--- src/hw/rtl/llma_pkg.sv ---
// Shared widths and constants for the least loaded machine assign block.
package llma_pkg;

    localparam int LEN_W     = 16;
    localparam int TIME_W    = 32;
    localparam int OUT_ID_W  = 4;
    localparam int CFG_W     = 4;
    localparam int CNT_RESET = 3;

    localparam logic [TIME_W-1:0] TIME_MAX = {TIME_W{1'b1}};

endpackage

--- src/hw/rtl/llma_job_if.sv ---
// Job channel: one job length per word.
interface llma_job_if import llma_pkg::*; ();
    logic             valid;
    logic             ready;
    logic [LEN_W-1:0] job_length;

    modport source (output valid, output job_length, input ready);
    modport sink (input valid, input job_length, output ready);
endinterface

--- src/hw/rtl/llma_result_if.sv ---
// Result channel: machine id, start and end time per word.
interface llma_result_if import llma_pkg::*; ();
    logic                valid;
    logic                ready;
    logic [OUT_ID_W-1:0] machine_id;
    logic [TIME_W-1:0]   start_time;
    logic [TIME_W-1:0]   end_time;

    modport source (output valid, output machine_id, output start_time, output end_time,
                    input ready);
    modport sink (input valid, input machine_id, input start_time, input end_time,
                  output ready);
endinterface

--- src/hw/rtl/least_loaded_machine_assign.sv ---
// Greedy job scheduler over a min-heap of machine free times held in one memory.
//
//  channel   dir   handshake      payload
//  job       in    valid/ready    job_length[15:0]
//  result    out   valid/ready    machine_id[3:0], start_time[31:0], end_time[31:0]
//  cfg       in    cfg_we         cfg_wdata[3:0] (machine_count)
//
// One job at a time through a read-modify-write sequencer on the heap memory (registered
// read ports): take the root, sift the last entry down (with a separate place step when it
// sinks past the last level), sift the freed machine up (with a separate insert step when it
// rises to the root), then emit the result. The result register lets the next job enter
// while a word waits on result. Reset and any cfg write clear the per-entry valid bits, so
// the heap reads as ids 1..count at time 0 with no clearing pass.
module least_loaded_machine_assign import llma_pkg::*; #(
    parameter int MAX_MACHINES = 8
) (
    input  logic                  clk,
    input  logic                  rst_n,
    input  logic                  cfg_we,
    input  logic [CFG_W-1:0]      cfg_wdata,
    llma_job_if.sink              job,
    llma_result_if.source         result
);

    localparam int AW    = (MAX_MACHINES > 1) ? $clog2(MAX_MACHINES) : 1;
    localparam int ID_W  = $clog2(MAX_MACHINES + 1);
    localparam int CW    = $clog2(MAX_MACHINES + 1);
    localparam int PW    = $clog2(2 * MAX_MACHINES + 2);
    localparam int XW    = (CW > CFG_W) ? CW : CFG_W;
    localparam int ENT_W = ID_W + TIME_W;
    localparam int RST_COUNT = (CNT_RESET > MAX_MACHINES) ? MAX_MACHINES : CNT_RESET;

    localparam logic [2:0] S_IDLE  = 3'd0;
    localparam logic [2:0] S_TAKE  = 3'd1;
    localparam logic [2:0] S_DOWN  = 3'd2;
    localparam logic [2:0] S_PLACE = 3'd3;
    localparam logic [2:0] S_PUT   = 3'd4;
    localparam logic [2:0] S_UP    = 3'd5;
    localparam logic [2:0] S_INS   = 3'd6;
    localparam logic [2:0] S_EMIT  = 3'd7;

    logic [2:0]             state_reg, state_next;
    logic [CW-1:0]          count_reg;
    logic [MAX_MACHINES-1:0] valid_reg;

    logic [LEN_W-1:0]       len_reg, len_next;
    logic [PW-1:0]          size_reg, size_next;
    logic [PW-1:0]          pos_reg, pos_next;
    logic [PW-1:0]          kid_reg, kid_next;     // child in sift down, parent in sift up
    logic [ID_W-1:0]        moved_id_reg, moved_id_next;
    logic [TIME_W-1:0]      moved_time_reg, moved_time_next;
    logic [ID_W-1:0]        top_id_reg, top_id_next;
    logic [TIME_W-1:0]      start_reg, start_next;
    logic [TIME_W-1:0]      free_reg, free_next;
    logic [TIME_W-1:0]      end_reg, end_next;

    logic                   out_valid_reg, out_valid_next;
    logic [OUT_ID_W-1:0]    out_id_reg, out_id_next;
    logic [TIME_W-1:0]      out_start_reg, out_start_next;
    logic [TIME_W-1:0]      out_end_reg, out_end_next;

    // heap memory, entry = {id, free time}
    logic [ENT_W-1:0]       mem [0:MAX_MACHINES-1];
    logic [ENT_W-1:0]       rd_a_reg, rd_b_reg;
    logic                   va_reg, vb_reg;
    logic [AW-1:0]          aa_reg, ab_reg;

    logic                   rd_en, wr_en;
    logic [AW-1:0]          rd_addr_a, rd_addr_b, wr_addr;
    logic [ENT_W-1:0]       wr_data;

    logic [ID_W-1:0]        a_id, b_id, c_id;
    logic [TIME_W-1:0]      a_time, b_time, c_time;
    logic [PW-1:0]          ck, step;
    logic                   take_right;
    logic [TIME_W:0]        sum_full, end_full;
    logic [XW-1:0]          cfg_ext;
    logic [CW-1:0]          cfg_count;

    // entries never written since the last fill read as their fill value
    assign a_id   = va_reg ? rd_a_reg[ENT_W-1:TIME_W] : ID_W'(aa_reg) + ID_W'(1);
    assign a_time = va_reg ? rd_a_reg[TIME_W-1:0] : '0;
    assign b_id   = vb_reg ? rd_b_reg[ENT_W-1:TIME_W] : ID_W'(ab_reg) + ID_W'(1);
    assign b_time = vb_reg ? rd_b_reg[TIME_W-1:0] : '0;

    assign take_right = (kid_reg < size_reg) && (a_time > b_time);
    assign c_id       = take_right ? b_id : a_id;
    assign c_time     = take_right ? b_time : a_time;
    assign ck         = take_right ? kid_reg + PW'(1) : kid_reg;

    assign sum_full = {1'b0, a_time} + (TIME_W+1)'(len_reg);
    assign end_full = sum_full - (TIME_W+1)'(1);

    assign cfg_ext   = XW'(cfg_wdata);
    assign cfg_count = (cfg_ext == '0) ? CW'(1) :
                       (cfg_ext > XW'(MAX_MACHINES)) ? CW'(MAX_MACHINES) : CW'(cfg_ext);

    assign job.ready         = (state_reg == S_IDLE);
    assign result.valid      = out_valid_reg;
    assign result.machine_id = out_id_reg;
    assign result.start_time = out_start_reg;
    assign result.end_time   = out_end_reg;

    always_comb
    begin
        state_next      = state_reg;
        len_next        = len_reg;
        size_next       = size_reg;
        pos_next        = pos_reg;
        kid_next        = kid_reg;
        moved_id_next   = moved_id_reg;
        moved_time_next = moved_time_reg;
        top_id_next     = top_id_reg;
        start_next      = start_reg;
        free_next       = free_reg;
        end_next        = end_reg;
        out_valid_next  = out_valid_reg & ~result.ready;
        out_id_next     = out_id_reg;
        out_start_next  = out_start_reg;
        out_end_next    = out_end_reg;
        rd_en           = 1'b0;
        rd_addr_a       = '0;
        rd_addr_b       = '0;
        wr_en           = 1'b0;
        wr_addr         = '0;
        wr_data         = '0;
        step            = '0;

        case (state_reg)
            S_IDLE:
            begin
                if (job.valid)
                begin
                    len_next   = job.job_length;
                    rd_en      = 1'b1;
                    rd_addr_a  = '0;
                    rd_addr_b  = AW'(count_reg - CW'(1));
                    state_next = S_TAKE;
                end
            end
            S_TAKE:
            begin
                top_id_next     = a_id;
                start_next      = a_time;
                free_next       = sum_full[TIME_W] ? TIME_MAX : sum_full[TIME_W-1:0];
                if (len_reg == '0)
                    end_next = a_time;
                else
                    end_next = end_full[TIME_W] ? TIME_MAX : end_full[TIME_W-1:0];
                moved_id_next   = b_id;
                moved_time_next = b_time;
                size_next       = PW'(count_reg) - PW'(1);
                pos_next        = PW'(1);
                kid_next        = PW'(2);
                if (PW'(2) <= PW'(count_reg) - PW'(1))
                begin
                    rd_en      = 1'b1;
                    rd_addr_a  = AW'(1);
                    rd_addr_b  = AW'(2);
                    state_next = S_DOWN;
                end
                else
                begin
                    // one or two machines: the last entry goes straight to the root
                    wr_en      = 1'b1;
                    wr_addr    = '0;
                    wr_data    = {b_id, b_time};
                    state_next = S_PUT;
                end
            end
            S_DOWN:
            begin
                wr_en   = 1'b1;
                wr_addr = AW'(pos_reg - PW'(1));
                if (moved_time_reg <= c_time)
                begin
                    wr_data    = {moved_id_reg, moved_time_reg};
                    state_next = S_PUT;
                end
                else
                begin
                    wr_data  = {c_id, c_time};
                    pos_next = ck;
                    step     = PW'({ck, 1'b0});
                    kid_next = step;
                    if (step <= size_reg)
                    begin
                        rd_en     = 1'b1;
                        rd_addr_a = AW'(step - PW'(1));
                        rd_addr_b = AW'(step);
                    end
                    else
                        state_next = S_PLACE;
                end
            end
            S_PLACE:
            begin
                wr_en      = 1'b1;
                wr_addr    = AW'(pos_reg - PW'(1));
                wr_data    = {moved_id_reg, moved_time_reg};
                state_next = S_PUT;
            end
            S_PUT:
            begin
                pos_next = PW'(count_reg);
                step     = PW'(count_reg) >> 1;
                kid_next = step;
                if (step != '0)
                begin
                    rd_en      = 1'b1;
                    rd_addr_a  = AW'(step - PW'(1));
                    state_next = S_UP;
                end
                else
                    state_next = S_INS;
            end
            S_UP:
            begin
                wr_en   = 1'b1;
                wr_addr = AW'(pos_reg - PW'(1));
                if (a_time > free_reg)
                begin
                    wr_data  = {a_id, a_time};
                    pos_next = kid_reg;
                    step     = kid_reg >> 1;
                    kid_next = step;
                    if (step != '0)
                    begin
                        rd_en     = 1'b1;
                        rd_addr_a = AW'(step - PW'(1));
                    end
                    else
                        state_next = S_INS;
                end
                else
                begin
                    wr_data    = {top_id_reg, free_reg};
                    state_next = S_EMIT;
                end
            end
            S_INS:
            begin
                wr_en      = 1'b1;
                wr_addr    = AW'(pos_reg - PW'(1));
                wr_data    = {top_id_reg, free_reg};
                state_next = S_EMIT;
            end
            S_EMIT:
            begin
                if (!out_valid_reg || result.ready)
                begin
                    out_valid_next = 1'b1;
                    out_id_next    = OUT_ID_W'(top_id_reg);
                    out_start_next = start_reg;
                    out_end_next   = end_reg;
                    state_next     = S_IDLE;
                end
            end
            default:
            begin
                state_next = S_IDLE;
            end
        endcase
    end

    always_ff @(posedge clk or negedge rst_n)
    begin
        if (!rst_n)
        begin
            state_reg     <= S_IDLE;
            count_reg     <= CW'(RST_COUNT);
            valid_reg     <= '0;
            out_valid_reg <= 1'b0;
        end
        else
        begin
            state_reg     <= state_next;
            out_valid_reg <= out_valid_next;
            if (cfg_we)
            begin
                count_reg <= cfg_count;
                valid_reg <= '0;
            end
            else if (wr_en)
                valid_reg[wr_addr] <= 1'b1;
        end
    end

    always_ff @(posedge clk)
    begin
        len_reg        <= len_next;
        size_reg       <= size_next;
        pos_reg        <= pos_next;
        kid_reg        <= kid_next;
        moved_id_reg   <= moved_id_next;
        moved_time_reg <= moved_time_next;
        top_id_reg     <= top_id_next;
        start_reg      <= start_next;
        free_reg       <= free_next;
        end_reg        <= end_next;
        out_id_reg     <= out_id_next;
        out_start_reg  <= out_start_next;
        out_end_reg    <= out_end_next;
    end

    // heap memory: two registered read ports, one write port
    always_ff @(posedge clk)
    begin
        if (rd_en)
        begin
            rd_a_reg <= mem[rd_addr_a];
            rd_b_reg <= mem[rd_addr_b];
            va_reg   <= valid_reg[rd_addr_a];
            vb_reg   <= valid_reg[rd_addr_b];
            aa_reg   <= rd_addr_a;
            ab_reg   <= rd_addr_b;
        end
        if (wr_en)
            mem[wr_addr] <= wr_data;
    end

endmodule

--- src/flat_wrapper.sv ---
// flat-port wrapper written by rule: the top's interface ports become plain ports
module least_loaded_machine_assign_flat import llma_pkg::*;
#(
    parameter int MAX_MACHINES = 8
)
  (clk, rst_n, cfg_we, cfg_wdata, job_valid, job_job_length, job_ready, result_valid, result_machine_id, result_start_time, result_end_time, result_ready);
  llma_job_if job_i ();
  llma_result_if result_i ();
  input  logic clk;
  input  logic rst_n;
  input  logic cfg_we;
  input  logic [CFG_W-1:0] cfg_wdata;
  input wire logic [$bits(job_i.valid)-1:0] job_valid;
  input wire logic [$bits(job_i.job_length)-1:0] job_job_length;
  output wire logic [$bits(job_i.ready)-1:0] job_ready;
  output wire logic [$bits(result_i.valid)-1:0] result_valid;
  output wire logic [$bits(result_i.machine_id)-1:0] result_machine_id;
  output wire logic [$bits(result_i.start_time)-1:0] result_start_time;
  output wire logic [$bits(result_i.end_time)-1:0] result_end_time;
  input wire logic [$bits(result_i.ready)-1:0] result_ready;
  assign job_i.valid = job_valid;
  assign job_i.job_length = job_job_length;
  assign job_ready = job_i.ready;
  assign result_valid = result_i.valid;
  assign result_machine_id = result_i.machine_id;
  assign result_start_time = result_i.start_time;
  assign result_end_time = result_i.end_time;
  assign result_i.ready = result_ready;
  least_loaded_machine_assign #(.MAX_MACHINES(MAX_MACHINES)) u_core (.clk(clk), .rst_n(rst_n), .cfg_we(cfg_we), .cfg_wdata(cfg_wdata), .job(job_i), .result(result_i));
endmodule
--- config.mk ---
export PLATFORM = sky130hd
export DESIGN_NAME = least_loaded_machine_assign_flat
export DESIGN_NICKNAME = d
export VERILOG_FILES = /design/src/hw/rtl/llma_pkg.sv /design/src/hw/rtl/llma_job_if.sv /design/src/hw/rtl/llma_result_if.sv /design/src/hw/rtl/least_loaded_machine_assign.sv /design/src/flat_wrapper.sv
export SDC_FILE = /design/constraint.sdc
export NUM_CORES = 1
export LEC_CHECK = 0
export BUFFER_PORTS_ARGS = -buffer_cell sky130_fd_sc_hd__buf_2
export CAP_MARGIN = 20
export CORE_MARGIN = 5
export CORE_UTILIZATION = 40
export CTS_CLUSTER_SIZE = 12
export DETAILED_ROUTE_END_ITERATION = 8
export PLACE_DENSITY = 0.53
export SKIP_LAST_GASP = 1
export SYNTH_ARGS = -nofsm -noshare
export SYNTH_HDL_FRONTEND = slang
export SYNTH_SLANG_ARGS = --single-unit
export TNS_END_PERCENT = 30
--- constraint.sdc ---
create_clock -name clk -period 10.3 [get_ports clk]
set_input_delay 0.515 -clock clk [delete_from_list [all_inputs] [get_ports clk]]
set_output_delay 0.515 -clock clk [all_outputs]
set_load 0.005 [all_outputs]
==> results of run 1 <==
[power by group through the flow]
stage / Sequential, mW / Clock (mW) / Combinational (mW)
finish: 4.75 / 2.42 / 6.16
global route: 4.81 / 2.60 / 6.70
CTS: 4.73 / 2.48 / 6.14
detailed placement: 4.77 / 0 / 6.11
global placement: 4.76 / 0 / 5.98
floorplan: 4.59 / 0 / 4.21
[logic make-up (layout without fill, tap and decap cells)]
kind of cell	count (synthesis)	count (layout)	share of synthesized area, %
AOI/OAI and AO/OA	653	653	14.03
xor gates and xnor gates	66	66	1.952
adders and majority gates	128	128	5.004
buffers and inverters	279	369	3.472
DFF	617	617	57.46
muxes	269	269	8.542
and+or+nand+nor	645	645	9.536
[per-stage QoR]
stage,setup WS (ns),instances,util (%),area (um^2),power (mW)
after detailed placement,1.197,3675,42.59,33750,10.88
final,1.164,3797,45.41,35990,13.33
after global routing,0.7054,3797,45.41,35990,14.12
after CTS,1.172,3796,45.40,35990,13.35
after global placement,0.4276,3672,42.55,33720,10.74
after floorplan,0.6430,2657,-,32110,8.805
[per-layer routing]
layer	part of all wire, %	wire length (um)
met1	43	41190
met2	47	44280
met3	6.6	6222
met4	3.3	3096
met5	0	0
[synth_stat cells, drive strengths merged (13+ instances only)]
| master | count | area (um^2) |
|---|---|---|
| a21o | 36 | 270.3 |
| a21oi | 250 | 1251 |
| a221o | 41 | 410.4 |
| a221oi | 40 | 356.6 |
| a222oi | 32 | 320.3 |
| a22o | 40 | 350.3 |
| a31oi | 29 | 193.9 |
| and2 | 31 | 193.9 |
| and3 | 15 | 93.84 |
| buf | 43 | 229.0 |
| clkbuf | 127 | 476.7 |
| dfrtp | 14 | 350.3 |
| edfxtp | 601 | 18050 |
| ha | 126 | 1577 |
| inv | 108 | 405.4 |
| mux2 | 40 | 450.4 |
| mux2i | 229 | 2292 |
| nand2 | 281 | 1055 |
| nand3 | 35 | 175.2 |
| nand4 | 34 | 225.2 |
| nor2 | 126 | 473.0 |
| nor2b | 13 | 81.33 |
| nor3 | 29 | 145.1 |
| o21ai | 66 | 330.3 |
| o31a | 30 | 262.8 |
| xnor2 | 43 | 425.4 |
| xor2 | 23 | 201.4 |
[layout make-up]
| class | count | area, um^2 | share of cell area, % |
|---|---|---|---|
| Sequential cell | 617 | 18450 | 51.26 |
| Multi-Input combinational cell | 1761 | 12670 | 35.20 |
| Tap cell | 1050 | 1314 | 3.650 |
| Inverter | 109 | 414.1 | 1.151 |
| Clock inverter | 38 | 382.9 | 1.064 |
| Timing Repair Buffer | 140 | 920.9 | 2.559 |
| Clock buffer | 82 | 1839 | 5.110 |
[path summary, 6_finish.rpt]
kind,startpoint,to,slack (ns),cells after the start
min,job_job_length[1],u_core.len_reg[1]$_DFFE_PP_,0.08,1
min in group asynchronous,rst_n,u_core.valid_reg[5]$_DFFE_PN0P_,0.38,2
max in group asynchronous,rst_n,u_core.count_reg[0]$_DFFE_PN1P_,9.60,2
max,u_core.va_reg$_DFFE_PP_,u_core.rd_a_reg[21]$_DFFE_PP_,1.16,23
max reg2reg,u_core.va_reg$_DFFE_PP_,u_core.rd_a_reg[21]$_DFFE_PP_,1.16,23
min reg2reg,u_core.end_reg[23]$_DFFE_PP_,u_core.result.end_time[23]$_DFFE_PP_,0.40,0
[worst register-to-register path, cell delays in order, from the launching register on]
cell and delay, ns:
sky130_fd_sc_hd__edfxtp_1 1.02, sky130_fd_sc_hd__buf_4 0.31, sky130_fd_sc_hd__and2_1 0.42, sky130_fd_sc_hd__ha_1 0.34, sky130_fd_sc_hd__a21oi_1 0.18, sky130_fd_sc_hd__o21ai_0 0.25
sky130_fd_sc_hd__a2111oi_1 0.52, sky130_fd_sc_hd__buf_2 0.25, sky130_fd_sc_hd__a311o_1 0.20, sky130_fd_sc_hd__a31o_2 0.67, sky130_fd_sc_hd__nor2_1 0.12, sky130_fd_sc_hd__a21oi_1 0.47
sky130_fd_sc_hd__ha_1 0.21, sky130_fd_sc_hd__nand4_1 0.14, sky130_fd_sc_hd__or4_1 0.53, sky130_fd_sc_hd__nor2_1 0.31, sky130_fd_sc_hd__o311a_1 0.28, sky130_fd_sc_hd__a211oi_4 0.07
sky130_fd_sc_hd__nor3b_2 0.59, sky130_fd_sc_hd__a2111o_2 0.88, sky130_fd_sc_hd__buf_12 0.46, sky130_fd_sc_hd__mux2i_1 0.32, sky130_fd_sc_hd__mux2i_1 0.09, sky130_fd_sc_hd__mux2_2 0.28
[what timing repair did]
action	in CTS	in global routing
hold buffers	1	0
endpoints found under the hold margin	14	0
setup buffers	0	0
endpoints found under the setup margin	0	0
==> out/summary.txt, run 1 <==
FINAL LAYOUT
--------------------------------------------------------------------------------------------------------
Post-layout net count                                                                              2,851
Fraction of layout instances using a drive strength above 1                                       12.20%
Inserted Diodes                                                                                        0
Number of flip-flops in the largest register                                                         288
Area Overhead vs Synth                                                                            12.10%
Filler cells                                                                                       7,148
Most frequent standard cell in the layout excluding fill and tap cells                      sky130_fd_sc_hd__edfxtp_1
Top library cells by usage in the layout, fill and taps aside                               sky130_fd_sc_hd__edfxtp_1 (601), sky130_fd_sc_hd__nand2_1 (280), sky130_fd_sc_hd__a21oi_1 (249)

CLOCKING
--------------------------------------------------------------------------------------------------------
Maximum level of the CTS H-tree                                                                        3
Clock insertion delay at the later pin of the skew report                                        0.62 ns
# clock sinks                                                                                        617
CTS tree                                                                                           built
Post-CTS clock slew at the launch and capture registers of the worst setup and hold paths        0.06 ns
Clock buffer depth                                                                                     3
Number of buffers created by CTS                                                                      70
Resized cells post-CTS                                                                                 0
CTS Root Cell                                                                               sky130_fd_sc_hd__clkbuf_16

DETAILED ROUTING
--------------------------------------------------------------------------------------------------------
Initial DRC Count                                                                                  2,130
Final antenna-violating net count                                                                      0
Initial DRT Pass Iterations                                                                            8
Total via count after detailed routing                                                            22,470
Drt wl/cell                                                                                     24.96 um
Number of design rule violations left after detail routing                                             0
Total wire length after detailed routing                                                        94.78 mm
Via-to-Cell Ratio                                                                                  5.919

GLOBAL ROUTING
--------------------------------------------------------------------------------------------------------
Antenna violations before repair                                                                       0
Layer carrying the most global-route usage                                                          met2
Met3 usage                                                                                        3.583%
Pin count of the biggest net entering global routing                                                  76
First-pass GRT wire length                                                                      140.6 mm
Met1 Usage GRT                                                                                    28.66%
Overall overflow remaining after global route                                                          0
Global-route track usage on met2                                                                  35.33%
Overall fraction of global-route tracks in use                                                    21.37%
Via count of the first global-routing pass                                                        22,330

POWER
--------------------------------------------------------------------------------------------------------
Share of power burned in registers                                                                 35.6%
Pwr per Cell Area                                                                           370.4 mW/mm^2
Net switching fraction of the power                                                               41.71%
Switching pwr                                                                                   5.561 mW
Portion of total power attributed to combinational logic                                           46.2%
Clock share of power                                                                               18.2%
Cell-internal power                                                                             7.770 mW
P_leak                                                                                          13.07 nW
Maximum vdd ir drop                                                                             205.6 uV

CRITICAL PATH
--------------------------------------------------------------------------------------------------------
Largest incremental delay on the critical path                                                   1.02 ns
Max stage delay cell, worst path                                                            sky130_fd_sc_hd__edfxtp_1
Sequence of cells on the critical path                                                      buf_4 > and2_1 > ha_1 > a21oi_1 > o21ai_0 > a2111oi_1 > buf_2 > a311o_1 > a31o_2 > nor2_1 > a21oi_1 > ha_1 > nand4_1 > or4_1 > nor2_1 > o311a_1 > a211oi_4 > nor3b_2 > a2111o_2 > buf_12 > mux2i_1 > mux2i_1 > mux2_2
Required time of the critical path                                                              10.66 ns
Family with the most delay on the worst path                                                compound AO/OA/AOI/OAI gates
Maximum fanout encountered on the critical timing path                                                54
Worst Setup Start Kind                                                                         flip-flop
Arrival time at the worst endpoint                                                               9.50 ns
Critical Path End Type                                                                         flip-flop
Start-to-end type of the worst setup path                                                   flip-flop to flip-flop
Buffers & Inverters on Critical Path                                                                   3

SYNTHESIS
--------------------------------------------------------------------------------------------------------
Post-synthesis sequential element count                                                              617
Post-synth top flop                                                                         sky130_fd_sc_hd__edfxtp_1
Mean instance size in the synthesized netlist                                                 12.08 um^2
Synthesis Warnings                                                                                     0
Number of flops mapped to enable cells by yosys                                                      601
Library cells used by synthesis                                                                       85
Async set-reset flop share out of synthesis                                                       2.593%
Post-synthesis instance area                                                                0.03211 mm^2
Post-Syn Nets                                                                                      2,809
Sequential cell area fraction in the yosys report                                                 57.46%
Number of instances in the synthesized netlist                                                     2,657

STA
--------------------------------------------------------------------------------------------------------
Post-route clock period utilization                                                               88.70%
Max-slew violation count                                                                               0
Number of setup violations in the final report                                                         0
Minimum period implied by the final worst setup slack                                           9.136 ns
Maximum frequency from static timing analysis                                                 0.1095 GHz
Final total negative setup slack                                                                    0 ns
Fin. Hold Viols                                                                                        0
Clock skew                                                                                    0.02287 ns
RSZ-0062 raised after global routing                                                               false
Hold Worst Slack                                                                              0.07515 ns
Slew headroom                                                                                     22.97%
Pin slew with the least headroom to its limit                                                   1.145 ns

RUN STATUS
--------------------------------------------------------------------------------------------------------
Result of the run                                                                           finished clean

FLOORPLAN
--------------------------------------------------------------------------------------------------------
Initial Utilization                                                                               40.51%
Die span in y                                                                                   293.3 um
Width of the die                                                                                293.3 um
Row count                                                                                            103
Placeable core region                                                                       0.07926 mm^2
Die area                                                                                    0.08603 mm^2
I/O pin total                                                                                         95

HOLD PATH
--------------------------------------------------------------------------------------------------------
Min-delay worst type                                                                        input port to flip-flop

PLACED DESIGN
--------------------------------------------------------------------------------------------------------
Gpl congestion                                                                                    0.8930
PortBufs                                                                                              94
DPL Wire Length                                                                                 62.79 mm

RUN
--------------------------------------------------------------------------------------------------------
Max-Cap Viols                                                                                          0

Power figures use the tool's default switching activity.
==> run 2, diff against run 1 <==
--- a/config.mk
+++ b/config.mk
@@ -5,6 +5,7 @@
 export SDC_FILE = /design/constraint.sdc
 export NUM_CORES = 1
 export LEC_CHECK = 0
+export ABC_AREA = 1
 export BUFFER_PORTS_ARGS = -buffer_cell sky130_fd_sc_hd__buf_2
 export CAP_MARGIN = 20
 export CORE_MARGIN = 5
==> out/summary.txt, run 2 <==
POWER
--------------------------------------------------------------------------------------------------------
Pwr per Cell Area                                                                           398.9 mW/mm^2   was 370.4 mW/mm^2
Maximum vdd ir drop                                                                             269.5 uV   was 205.6 uV
P_leak                                                                                          16.26 nW   was 13.07 nW
Net switching fraction of the power                                                               46.54%   was 41.71%
Share of power burned in registers                                                                 32.7%   was 35.6%
Overall Power                                                                                   15.08 mW   was 13.33 mW
Portion of total power attributed to combinational logic                                           50.8%   was 46.2%
Cell-internal power                                                                             8.063 mW   was 7.770 mW
Switching pwr                                                                                   7.018 mW   was 5.561 mW
Clock share of power                                                                               16.5%   was 18.2%

CLOCKING
--------------------------------------------------------------------------------------------------------
Maximum level of the CTS H-tree                                                                        3   unchanged
Count of buffers added by post-CTS timing repair for setup                                             0   unchanged
# clock sinks                                                                                        617   unchanged
Resized cells post-CTS                                                                                 0   unchanged
Post-CTS clock slew at the launch and capture registers of the worst setup and hold paths        0.06 ns   about the same
CTS tree                                                                                           built   unchanged
Clock buffer depth                                                                                     3   unchanged
CTS Root Cell                                                                               sky130_fd_sc_hd__clkbuf_16   unchanged
Clock insertion delay at the later pin of the skew report                                        0.62 ns   about the same
Number of buffers created by CTS                                                                      72   was 70

FLOORPLAN
--------------------------------------------------------------------------------------------------------
Row count                                                                                            106   was 103
Initial Utilization                                                                               40.40%   was 40.51%
I/O pin total                                                                                         95   unchanged
Die area                                                                                    0.09057 mm^2   was 0.08603 mm^2
Die span in y                                                                                   301.0 um   was 293.3 um
Placeable core region                                                                       0.08382 mm^2   was 0.07926 mm^2
Width of the die                                                                                301.0 um   was 293.3 um

SYNTHESIS
--------------------------------------------------------------------------------------------------------
Most common library cells after synthesis                                                   sky130_fd_sc_hd__nand2_1 (1,280), sky130_fd_sc_hd__edfxtp_1 (601), sky130_fd_sc_hd__nand3_1 (390)   was sky130_fd_sc_hd__edfxtp_1 (601), sky130_fd_sc_hd__nand2_1 (281), sky130_fd_sc_hd__a21oi_1 (250)
Mean instance size in the synthesized netlist                                                 9.157 um^2   was 12.08 um^2
Cell type with the highest aggregate area in the netlist                                    sky130_fd_sc_hd__edfxtp_1   unchanged
Library cells used by synthesis                                                                       50   was 85
Leading post-synthesis cells by cell area                                                   sky130_fd_sc_hd__edfxtp_1 (53%), sky130_fd_sc_hd__nand2_1 (14%), sky130_fd_sc_hd__nand3_1 (5.8%)   was sky130_fd_sc_hd__edfxtp_1 (56%), sky130_fd_sc_hd__mux2i_1 (7.1%), sky130_fd_sc_hd__ha_1 (4.9%)
Sequential cell area fraction in the yosys report                                                 54.49%   was 57.46%
Number of instances in the synthesized netlist                                                     3,698   was 2,657
Post-synth top flop                                                                         sky130_fd_sc_hd__edfxtp_1   unchanged
Count leader, synth                                                                         sky130_fd_sc_hd__nand2_1   was sky130_fd_sc_hd__edfxtp_1
Post-synthesis instance area                                                                0.03386 mm^2   was 0.03211 mm^2
Synthesis Warnings                                                                                     0   unchanged
Post-synthesis sequential element count                                                              617   unchanged
Post-Syn Nets                                                                                      3,850   was 2,809
Area share of the largest cell type after synthesis                                               53.30%   was 56.21%
Number of flops mapped to enable cells by yosys                                                      601   unchanged
Async set-reset flop share out of synthesis                                                       2.593%   unchanged

FINAL LAYOUT
--------------------------------------------------------------------------------------------------------
Inserted Diodes                                                                                        0   unchanged
Most frequent standard cell in the layout excluding fill and tap cells                      sky130_fd_sc_hd__nand2_1   was sky130_fd_sc_hd__edfxtp_1
Top library cells by usage in the layout, fill and taps aside                               sky130_fd_sc_hd__nand2_1 (1,276), sky130_fd_sc_hd__edfxtp_1 (601), sky130_fd_sc_hd__nand3_1 (389)   was sky130_fd_sc_hd__edfxtp_1 (601), sky130_fd_sc_hd__nand2_1 (280), sky130_fd_sc_hd__a21oi_1 (249)
Post-layout net count                                                                              3,906   was 2,851
Non-filler cells, final                                                                            4,943   was 3,797
Area of all placed cells without fillers                                                    0.03781 mm^2   was 0.03599 mm^2
Fraction of layout instances using a drive strength above 1                                       8.637%   was 12.20%
Final cell utilization of the core                                                                45.11%   was 45.41%
Number of flip-flops in the largest register                                                         288   unchanged
Area Overhead vs Synth                                                                            11.65%   was 12.10%

PLACED DESIGN
--------------------------------------------------------------------------------------------------------
DPL Wire Length                                                                                 72.45 mm   was 62.79 mm
Post-placement worst setup slack                                                                1.861 ns   was 1.197 ns
Number of placed instances, taps included                                                          4,812   was 3,675
PortBufs                                                                                              94   unchanged
Gpl congestion                                                                                    0.9590   was 0.8930
Area of placed instances                                                                    0.03550 mm^2   was 0.03375 mm^2

CRITICAL PATH
--------------------------------------------------------------------------------------------------------
Required time of the critical path                                                              10.66 ns   about the same
Buffers & Inverters on Critical Path                                                                   6   was 3
Critical Path End Type                                                                         flip-flop   unchanged
Reg2Reg Depth                                                                                         28   was 23
Library cell appearing most often on the critical path                                      sky130_fd_sc_hd__nand2_1
Capturing point of the worst reg2reg path                                                   u_core.rd_b_reg[28]$_DFFE_PP_   was u_core.rd_a_reg[21]$_DFFE_PP_
Arrival time at the worst endpoint                                                               8.89 ns   was 9.50 ns
Critical path startpoint                                                                    u_core.va_reg$_DFFE_PP_   unchanged
Family with the most delay on the worst path                                                simple AND/OR/NAND/NOR gates   was compound AO/OA/AOI/OAI gates
Maximum fanout encountered on the critical timing path                                                47   was 54
Largest incremental delay on the critical path                                                   0.92 ns   was 1.02 ns
Worst Setup Start Kind                                                                         flip-flop   unchanged
FF-to-FF Start                                                                              u_core.va_reg$_DFFE_PP_   unchanged
Max stage delay cell, worst path                                                            sky130_fd_sc_hd__nor4_1   was sky130_fd_sc_hd__edfxtp_1
Start-to-end type of the worst setup path                                                   flip-flop to flip-flop   unchanged
Register-to-register path setup slack                                                            1.77 ns   was 1.16 ns

DETAILED ROUTING
--------------------------------------------------------------------------------------------------------
Total wire length after detailed routing                                                        109.2 mm   was 94.78 mm
Initial DRT Pass Iterations                                                                            6   was 8
Number of design rule violations left after detail routing                                             0   unchanged
Total via count after detailed routing                                                            26,570   was 22,470
Initial DRC Count                                                                                  2,487   was 2,130
Via-to-Cell Ratio                                                                                  5.374   was 5.919
Final antenna-violating net count                                                                      0   unchanged
Drt wl/cell                                                                                     22.10 um   was 24.96 um

HOLD PATH
--------------------------------------------------------------------------------------------------------
Worst hold start                                                                            job_job_length[0]   was job_job_length[1]
Min-delay worst type                                                                        input port to flip-flop   unchanged
Worst hold path endpoint                                                                    u_core.len_reg[0]$_DFFE_PP_   was u_core.len_reg[1]$_DFFE_PP_
Worst Hold Path Cells                                                                                  1   unchanged

STA
--------------------------------------------------------------------------------------------------------
Final total negative setup slack                                                                    0 ns   unchanged
Minimum period implied by the final worst setup slack                                           8.525 ns   was 9.136 ns
Fin. Hold Viols                                                                                        0   unchanged
Post-route clock period utilization                                                               82.77%   was 88.70%
Max-slew violation count                                                                               0   unchanged
Pin slew with the least headroom to its limit                                                   1.337 ns   was 1.145 ns
Clock skew                                                                                    0.02080 ns   was 0.02287 ns
Number of setup violations in the final report                                                         0   unchanged
Slew headroom                                                                                     10.89%   was 22.97%
Hold Worst Slack                                                                              0.07527 ns   was 0.07515 ns
Maximum frequency from static timing analysis                                                 0.1173 GHz   was 0.1095 GHz
Fin worst setup slack                                                                           1.775 ns   was 1.164 ns
RSZ-0062 raised after global routing                                                               false   unchanged

GLOBAL ROUTING
--------------------------------------------------------------------------------------------------------
Antenna violations before repair                                                                       1   was 0
Pin count of the biggest net entering global routing                                                 125   was 76
Overall overflow remaining after global route                                                          0   unchanged
Via count of the first global-routing pass                                                        25,270   was 22,330
Overall fraction of global-route tracks in use                                                    23.56%   was 21.37%
First-pass GRT wire length                                                                      161.3 mm   was 140.6 mm

RUN STATUS
--------------------------------------------------------------------------------------------------------
Result of the run                                                                           finished clean   unchanged

RUN
--------------------------------------------------------------------------------------------------------
Max-Cap Viols                                                                                          0   unchanged

run 2: changes by cell type after synthesis, moves of 41 or more:
| cell | before | now |
|---|---|---|
| sky130_fd_sc_hd__nor2_1 | 126 | 199 |
| sky130_fd_sc_hd__a21oi_1 | 250 | 91 |
| sky130_fd_sc_hd__inv_1 | 108 | 340 |
| sky130_fd_sc_hd__a221o_1 | 41 | 0 |
| sky130_fd_sc_hd__nand3_1 | 35 | 390 |
| sky130_fd_sc_hd__nand2_1 | 281 | 1280 |
| sky130_fd_sc_hd__clkbuf_1 | 127 | 63 |
| sky130_fd_sc_hd__mux2i_1 | 229 | 144 |
run 2: per-layer routing:
layer  wire, um  vias up  track usage, %
met2      48580     1051           37.39
li1           -    12650               -
met1      47580    12640           32.40
met5          0        -               0
met3       8010      224           3.230
met4       5064        0           10.44
run 2: cells by family (layout without fill, tap and decap cells):
family	after synthesis	after routing	share of synthesized area [%]
buffers and inverters	506	617	5.930
and+or+nand+nor	2008	2008	24.96
DFF	617	617	54.49
AOI/OAI and AO/OA	279	279	5.217
adders and majority gates	127	127	4.715
muxes	144	144	4.257
xor gates and xnor gates	17	17	0.4397
run 2: area by class of cell:
type / count / area, um^2
clock buffer: 87 / 1922
clock inverter: 42 / 356.6
tap: 1134 / 1419
multi-input combinational: 2575 / 13500
fill: 8175 / 46010
timing repair buffer: 140 / 850.8
sequential: 617 / 18450
inverter: 348 / 1309
run 2: power groups by stage:
stage               Clock [mW]  Combinational, mW  Sequential [mW]
finish                    2.49               7.66             4.93
global route              2.64               8.52             5.00
CTS                       2.54               7.62             4.92
detailed placement           0               7.59             4.96
global placement             0               7.58             4.97
floorplan                    0               5.18             4.80
run 2: timing repair:
action | 4_1_cts | 5_1_grt
hold buffers | 1 | 0
hold endpoints to repair | 14 | 0
endpoints found under the setup margin | 0 | 0
run 2: how the worst max path moves through the flow:
stage,to,slack [ns],depth (start not counted)
5_1_grt,u_core.rd_b_reg[17]$_DFFE_PP_,1.33,29
2_1_floorplan,u_core.aa_reg[0]$_DFFE_PP_,0.43,6
4_1_cts,u_core.rd_b_reg[12]$_DFFE_PP_,1.83,30
6_report,u_core.rd_b_reg[28]$_DFFE_PP_,1.77,28
3_5_place_dp,u_core.rd_b_reg[12]$_DFFE_PP_,1.86,30
3_3_place_gp,u_core.rd_b_reg[23]$_DFFE_PP_,2.11,27
